===== config.mk =====
export PLATFORM = sky130hd
export DESIGN_NAME = hpe_scan
export DESIGN_NICKNAME = d
export VERILOG_FILES = /design/src/hpe_pkg.sv /design/src/hpe_scan.sv
export SDC_FILE = /design/constraint.sdc
export NUM_CORES = 1
export LEC_CHECK = 0
export ABC_AREA = 1
export BUFFER_PORTS_ARGS = -buffer_cell sky130_fd_sc_hd__buf_2
export CAP_MARGIN = 20
export CORE_UTILIZATION = 30
export DETAILED_ROUTE_END_ITERATION = 8
export PLACE_DENSITY_LB_ADDON = 0.05
export SKIP_CTS_REPAIR_TIMING = 1
export SYNTH_ARGS = -nofsm -noshare
export SYNTH_HDL_FRONTEND = slang
export SYNTH_SLANG_ARGS = --single-unit

===== constraint.sdc =====
create_clock -name clk_i -period 4.65 [get_ports clk_i]
set_input_delay 0.2325 -clock clk_i [delete_from_list [all_inputs] [get_ports clk_i]]
set_output_delay 0.2325 -clock clk_i [all_outputs]
set_load 0.005 [all_outputs]

===== src/hpe_pkg.sv =====
`default_nettype none

package hpe_pkg;

  localparam int unsigned OVERFLOW_BUCKET_DEF = 255;

  localparam int unsigned BUCKET_W = 32;
  localparam int unsigned COUNT_W  = 40;
  localparam int unsigned TOTAL_W  = 64;
  localparam int unsigned MS_W     = 32;
  localparam int unsigned PCT_W    = 7;
  localparam int unsigned OP_W     = 2;
  localparam int unsigned IDX_OUT_W = 8;

  // bucket value times 100 fits here
  localparam int unsigned SCALED_W = BUCKET_W + 7;

  localparam int unsigned IN_DATA_W  = 48;
  localparam int unsigned OUT_DATA_W = 120;

  localparam logic [OP_W-1:0] OP_RECORD = 2'd0;
  localparam logic [OP_W-1:0] OP_QUERY  = 2'd1;
  localparam logic [OP_W-1:0] OP_CLEAR  = 2'd2;

  typedef struct packed {
    logic done;
    logic ovf;
  } scan_sts_t;

endpackage

`default_nettype wire


===== src/hpe_scan.sv =====
`default_nettype none

module hpe_scan
  import hpe_pkg::*;
#(
  parameter int unsigned NumBuckets = OVERFLOW_BUCKET_DEF + 1,
  parameter int unsigned TargetW    = BUCKET_W + $clog2(NumBuckets) + PCT_W
) (
  input  wire logic                          clk_i,
  input  wire logic                          rst_ni,
  input  wire logic                          start_i,
  input  wire logic [TargetW-1:0]            target_i,
  input  wire logic [BUCKET_W-1:0]           rdata_i,
  output logic                               rd_en_o,
  output logic      [$clog2(NumBuckets)-1:0] rd_addr_o,
  output logic      [$clog2(NumBuckets)-1:0] bucket_o,
  output scan_sts_t                          sts_o
);

  localparam int unsigned AW = $clog2(NumBuckets);

  logic                active_q;
  logic [AW:0]         issue_q;
  logic                v1_q, v2_q;
  logic [AW-1:0]       idx1_q, idx2_q;
  logic [SCALED_W-1:0] scaled_q;
  logic [TargetW-1:0]  cum_q;
  logic [TargetW-1:0]  cum_sum;
  logic                hit, last, done;

  assign rd_en_o   = active_q && (issue_q != (AW+1)'(NumBuckets));
  assign rd_addr_o = issue_q[AW-1:0];

  // running sum of 100 * count compared against count * percent
  assign cum_sum = cum_q + TargetW'(scaled_q);
  assign hit     = v2_q && (cum_sum >= target_i);
  assign last    = v2_q && (idx2_q == AW'(NumBuckets - 1));
  assign done    = active_q && (hit || last);

  assign bucket_o   = idx2_q;
  assign sts_o.done = done;
  assign sts_o.ovf  = last;

  always_ff @(posedge clk_i or negedge rst_ni) begin
    if (!rst_ni) begin
      active_q <= 1'b0;
      issue_q  <= '0;
      v1_q     <= 1'b0;
      v2_q     <= 1'b0;
    end else if (start_i) begin
      active_q <= 1'b1;
      issue_q  <= '0;
      v1_q     <= 1'b0;
      v2_q     <= 1'b0;
    end else if (done) begin
      active_q <= 1'b0;
      v1_q     <= 1'b0;
      v2_q     <= 1'b0;
    end else if (active_q) begin
      if (rd_en_o) begin
        issue_q <= issue_q + 1'b1;
      end
      v1_q <= rd_en_o;
      v2_q <= v1_q;
    end
  end

  always_ff @(posedge clk_i) begin
    if (start_i) begin
      cum_q <= '0;
    end else if (active_q) begin
      idx1_q   <= issue_q[AW-1:0];
      idx2_q   <= idx1_q;
      scaled_q <= (SCALED_W'(rdata_i) << 6) + (SCALED_W'(rdata_i) << 5)
                + (SCALED_W'(rdata_i) << 2);
      if (v2_q) begin
        cum_q <= cum_sum;
      end
    end
  end

endmodule

`default_nettype wire


Word-level counts from Yosys, hierarchy flattened --
Cells that the tools add are included.
Storage, ports and cells: logic and storage cells 41, output and inout bits 19, input port bits 82, register bits 114
Cells by class: add/sub/neg operators 4, order comparisons 1, multiplexer cells 12, equality and inequality tests 3, bitwise logic cells 1, reduce and logical (&&, ||, !) cells 12
Operators with widths (count):
- adder 47 x 39 -> 47 bit | 1
- greater-or-equal comparator 47 bit | 1
- adder 38 x 37 -> 39 bit | 1
- adder 39 x 34 -> 39 bit | 1
- 2-to-1 mux 9 bit | 4
- adder 9 x 1 -> 9 bit, second input constant | 1
- != test 9 bit, second input constant | 1
- equality test 8 bit, second input constant | 1
- 2-to-1 mux 1 bit | 8
- nonzero test 2 bit | 3
- logical AND 1 bit | 4
- AND reduction 2 bit | 2
- AND reduction 3 bit | 1
- nonzero test 3 bit | 1
- != test 2 bit, second input constant | 1
- logical OR 1 bit | 1
- NOT 1 bit | 1

Longest topological paths before layout --
depth after elaboration 7, mapped depth 28, gate-level depth less buffers 28

Worst setup path before layout --
No wires, ideal clock.
kind reg-to-reg, from register scaled_q[2], to register v2_q, path slack 1.484 ns, data required time 4.517 ns, stages on the path, launching flop included 24, setup time 0.133 ns, arrival time 3.034 ns, path through edfxtp_1 -> ha_1 -> inv_1 -> fa_1 -> inv_1 -> nand3_1 -> nand3_2 -> a21oi_2 -> o21ai_0 -> xor2_1 -> inv_1 -> ha_1 -> nand2_1 -> nor2_1 -> nand3_1 -> nor2_1 -> nand2_1 -> nor2_1 -> nor2_1 -> nand3_1 -> nand2_1 -> buf_4 -> nand3_1 -> o21ai_0
On the way: cells in the longest elaborated chain, start to end 7
Ends and longest elaborated chain:
- from (decl) | RTL line hpe_scan.sv:26 | logic [SCALED_W-1:0] scaled_q;
- from (signal assigned) | RTL line hpe_scan.sv:74 | scaled_q <= (SCALED_W'(rdata_i) << 6) + (SCALED_W'(rdata_i) << 5)
- adder 47 x 39 -> 47 bit (*) | RTL line hpe_scan.sv:35 | assign cum_sum = cum_q + TargetW'(scaled_q);
- named net cum_sum[18] | RTL line hpe_scan.sv:28 | logic [TargetW-1:0] cum_sum;
- greater-or-equal comparator 47 bit (*) | RTL line hpe_scan.sv:36 | assign hit = v2_q && (cum_sum >= target_i);
- logical AND 1 bit (*) | RTL line hpe_scan.sv:36
- logical OR 1 bit (*) | RTL line hpe_scan.sv:38 | assign done = active_q && (hit || last);
- logical AND 1 bit (*) | RTL line hpe_scan.sv:38
- 2-to-1 mux 1 bit | RTL line hpe_scan.sv:55 | end else if (done) begin
- 2-to-1 mux 1 bit | RTL line hpe_scan.sv:50 | end else if (start_i) begin
- to (signal assigned) | RTL line hpe_scan.sv:64 | v2_q <= v1_q;
- to (decl) | RTL line hpe_scan.sv:24 | logic v1_q, v2_q;
The timed path passes the listed nets; every way through them passes the cells marked *. A chain may end at the register's enable or synchronous reset.

==> reports/results.tsv <==
stage	metric	value	unit
outcome	status	finished clean	
route	wire_per_inst	17.0	um
yosys	synth_warnings	0	
route	wl_met1	20.0	mm
sta	hold_ws	0.119	ns
power_and_ir_drop	p_per_area	372	nW/um2
place	placed_cells	2321	
sta	fin_crit	4.30	ns
grt	grt_max_degree	60	
yosys	synth_seq_cells	110	
yosys	synth_commonest_cells	nand2_1, inv_1, nor2_1, ha_1, nand3_1	
worst_hold_path	hp-start	rdata_i[2]	
place	gp_congestion	0.926	
floorplanning	die_w	196	um
route	dr.max_layer_used	met4	
critical_path	criticalPathCategory	flip-flop to primary output	
critical_path	crit_fanout	4	
yosys	ys_types	42	
floorplanning	core_area	36900	um2
yosys	yosysTopAreaCell	nand2_1	
clock_network	htreeDepth	3	
worst_hold_path	holdPathStages	1	
yosys	syn_area_per_cell	6.55	um2
place	hpwl	33.9	mm
floorplanning	dieArea	38500	um2
clock_network	cts_tree	done	
yosys	yosysTopAreaCellShare	0.164	
floorplanning	ios	101	
finish	stdcell_count	2338	
finish	syn_to_final_growth	12.9	%
clock_network	cts.sinks	110	
critical_path	required	4.42	ns
route	wl	39.8	mm
sta	max_slew_margin	0.304	
floorplanning	dieHeight	196	um
sta	skew	0.0190	ns
clock_network	clkTransAtPathRegs	0.09	ns
clock_network	numCtsBuffers	9	
route	dr.pass1.iters	6	
grt	grt_first_pass_wirelength	61.7	mm
run	cap_violations	0	
sta	rsz0062_at_grt	false	
sta	timing.fmax	232	MHz
sta	worst_slack	0.347	ns
yosys	syn_inst	1729	
power_and_ir_drop	p_leak	0.00717	uW
yosys	yosys_most_used_dff	edfxtp_1	
clock_network	clk_path_buf_depth	2	
critical_path	crit_arrival	4.07	ns
sta	tightest_slew	1.04	ns
yosys	syn_area	11300	um2
yosys	async_flop_share	0.109	
clock_network	clk_latency	0.38	ns
power_and_ir_drop	ir_drop	0.000170	V
finish	antenna_cells	0	
place	port_buffers	100	
finish	nFillCells	4059	
grt	antenna_found_initial	1	
route	drcViolationCount	0	
place	pre_cts_ws	0.131	ns
critical_path	r2r_end	issue_q[0]$_DFFE_PN0P_	
worst_hold_path	min_to	scaled_q[4]$_DFFE_PP_	
worst_hold_path	hp-class	input port to flip-flop	
finish	layout.nets	2062	
yosys	synth-seq-area-share	0.247	
floorplanning	initial_core_util	0.307	
critical_path	r2r_start	cum_q[30]$_SDFFE_PP0P_	
grt	grt_pass1_vias	10672	
route	vias	10829	
route	drtIter0Drc	627	
clock_network	root_buffer	clkbuf_16	
yosys	syn_nets	1962	
floorplanning	rows	70	
yosys	synth.area.top_cells	nand2_1, edfxtp_1, ha_1, inv_1, dfxtp_1	
sta	slew_violations	0	
route	dr_wl_met2	18.2	mm
sta	hold_viol	0	
critical_path	reg2reg_slack	0.52	ns
route	wl_met3	1.03	mm
route	vias_per_cell	4.63	
critical_path	r2r_cells	22	
finish	drive_gt1_frac	0.0829	
yosys	post-synth-top-count-cell	nand2_1	
critical_path	end_kind	primary output	
sta	setup_viol	0	
route	ant_nets	0	
grt	grt_usage	0.213	
yosys	synth-edff-count	53	
critical_path	start_kind	flip-flop	
grt	grt_overflow	0	
sta	fin_crit_sh	0.925	
## sequential cells by signal, summed over array words and instances, names as in the netlist
signal and flops:
v1_q 1, v2_q 1, cum_q 45, bucket_o 8
idx1_q 8, issue_q 9, scaled_q 37, active_q 1
## worst max-delay path, stage by stage (launching register included)
cell and delay [ns]:
dfxtp_1 0.38, ha_1 0.32, buf_4 0.15, nand2_1 0.11
nor2_1 0.26, nand2_1 0.19, nor3_2 0.28, nand3_1 0.22
nand4_1 0.17, nand2_1 0.10, ha_1 0.29, nand2_1 0.07
inv_1 0.04, nand3_1 0.13, a21oi_1 0.06, nor2_1 0.18
nand2_1 0.10, nor2_1 0.14, nand3_2 0.17, nand2_1 0.12
inv_1 0.05, buf_2 0.12
## placed cells by master (no fill, tap or decap), drive strengths merged
| cell | count |
|---|---|
| a21oi | 101 |
| nor3b | 1 |
| nand4 | 25 |
| and3 | 1 |
| xnor2 | 12 |
| dlygate4sd3 | 1 |
| o21ai | 54 |
| xor2 | 37 |
| o21a | 1 |
| inv | 328 |
| edfxtp | 53 |
| a31oi | 6 |
| and2 | 1 |
| nor2 | 220 |
| dfrtp | 12 |
| dfxtp | 45 |
| a21boi | 1 |
| nor4 | 4 |
| o21bai | 12 |
| a41oi | 1 |
| ha | 121 |
| nor3 | 12 |
| clkbuf | 9 |
| or2 | 3 |
| nand3 | 114 |
| fa | 30 |
| nand2 | 495 |
| a21o | 10 |
| nand2b | 1 |
| clkinv | 3 |
| buf | 116 |
| o211ai | 4 |
## logic make-up (layout without fill, tap and decap cells)
group                      count (synthesis)  count (layout)  synth area share
xor gates and xnor gates                  49              49            0.0379
adders and majority gates                151             151             0.187
AOI/OAI and AO/OA                        190             190            0.0927
and+or+nand+nor                          877             877             0.316
DFF                                      110             110             0.247
buffers and inverters                    352             457             0.121
## where the power goes
part	switching (uW)	total, uW	internal (uW)
sequential	91.1	1300	1210
combinational	1760	2630	865
clock	443	832	389
total	2300	4760	2460
## layer usage
metal / global-route usage / vias to the layer above
met5: 0 / -
met4: 0.0472 / 0
met1: 0.300 / 4995
met2: 0.353 / 166
met3: 0.0156 / 22
li1: - / 5646
## metrics by stage
step / setup TNS [ns] / total power [uW] / util / cell area (um2)
floorplan: 0 / 3030 / - / 11300
global placement: 0 / 3940 / 0.338 / 12400
detailed placement: 0 / 3930 / 0.338 / 12400
CTS: -0.107 / 4800 / 0.346 / 12800
global route: 0 / 5190 / 0.347 / 12800
finish: 0 / 4760 / 0.347 / 12800
## how the worst max path moves through the flow
| stage | startpoint | end | slack [ns] | depth (start not counted) |
|---|---|---|---|---|
| 3_3_place_gp | scaled_q[30]$_DFFE_PP_ | issue_q[3]$_DFFE_PN0P_ | 0.02 | 22 |
| 6_report | cum_q[30]$_SDFFE_PP0P_ | sts_o[1] | 0.35 | 21 |
| 3_5_place_dp | scaled_q[35]$_DFFE_PP_ | issue_q[0]$_DFFE_PN0P_ | 0.13 | 21 |
| 2_1_floorplan | scaled_q[2]$_DFFE_PP_ | v2_q$_DFFE_PN0P_ | 1.48 | 23 |
| 5_1_grt | cum_q[2]$_SDFFE_PP0P_ | sts_o[1] | 0.03 | 23 |
| 4_1_cts | scaled_q[30]$_DFFE_PP_ | sts_o[1] | -0.11 | 21 |
## layout make-up
type / instances / area, um2 / share of cell area
clock buffer: 9 / 225 / 0.0176
clock inverter: 7 / 83.8 / 0.00656
inverter: 324 / 1220 / 0.0951
multi-input combinational: 1267 / 7200 / 0.563
sequential: 110 / 2790 / 0.218
tap: 504 / 631 / 0.0493
timing repair buffer: 117 / 643 / 0.0503
(Power assumes the default switching activity.)
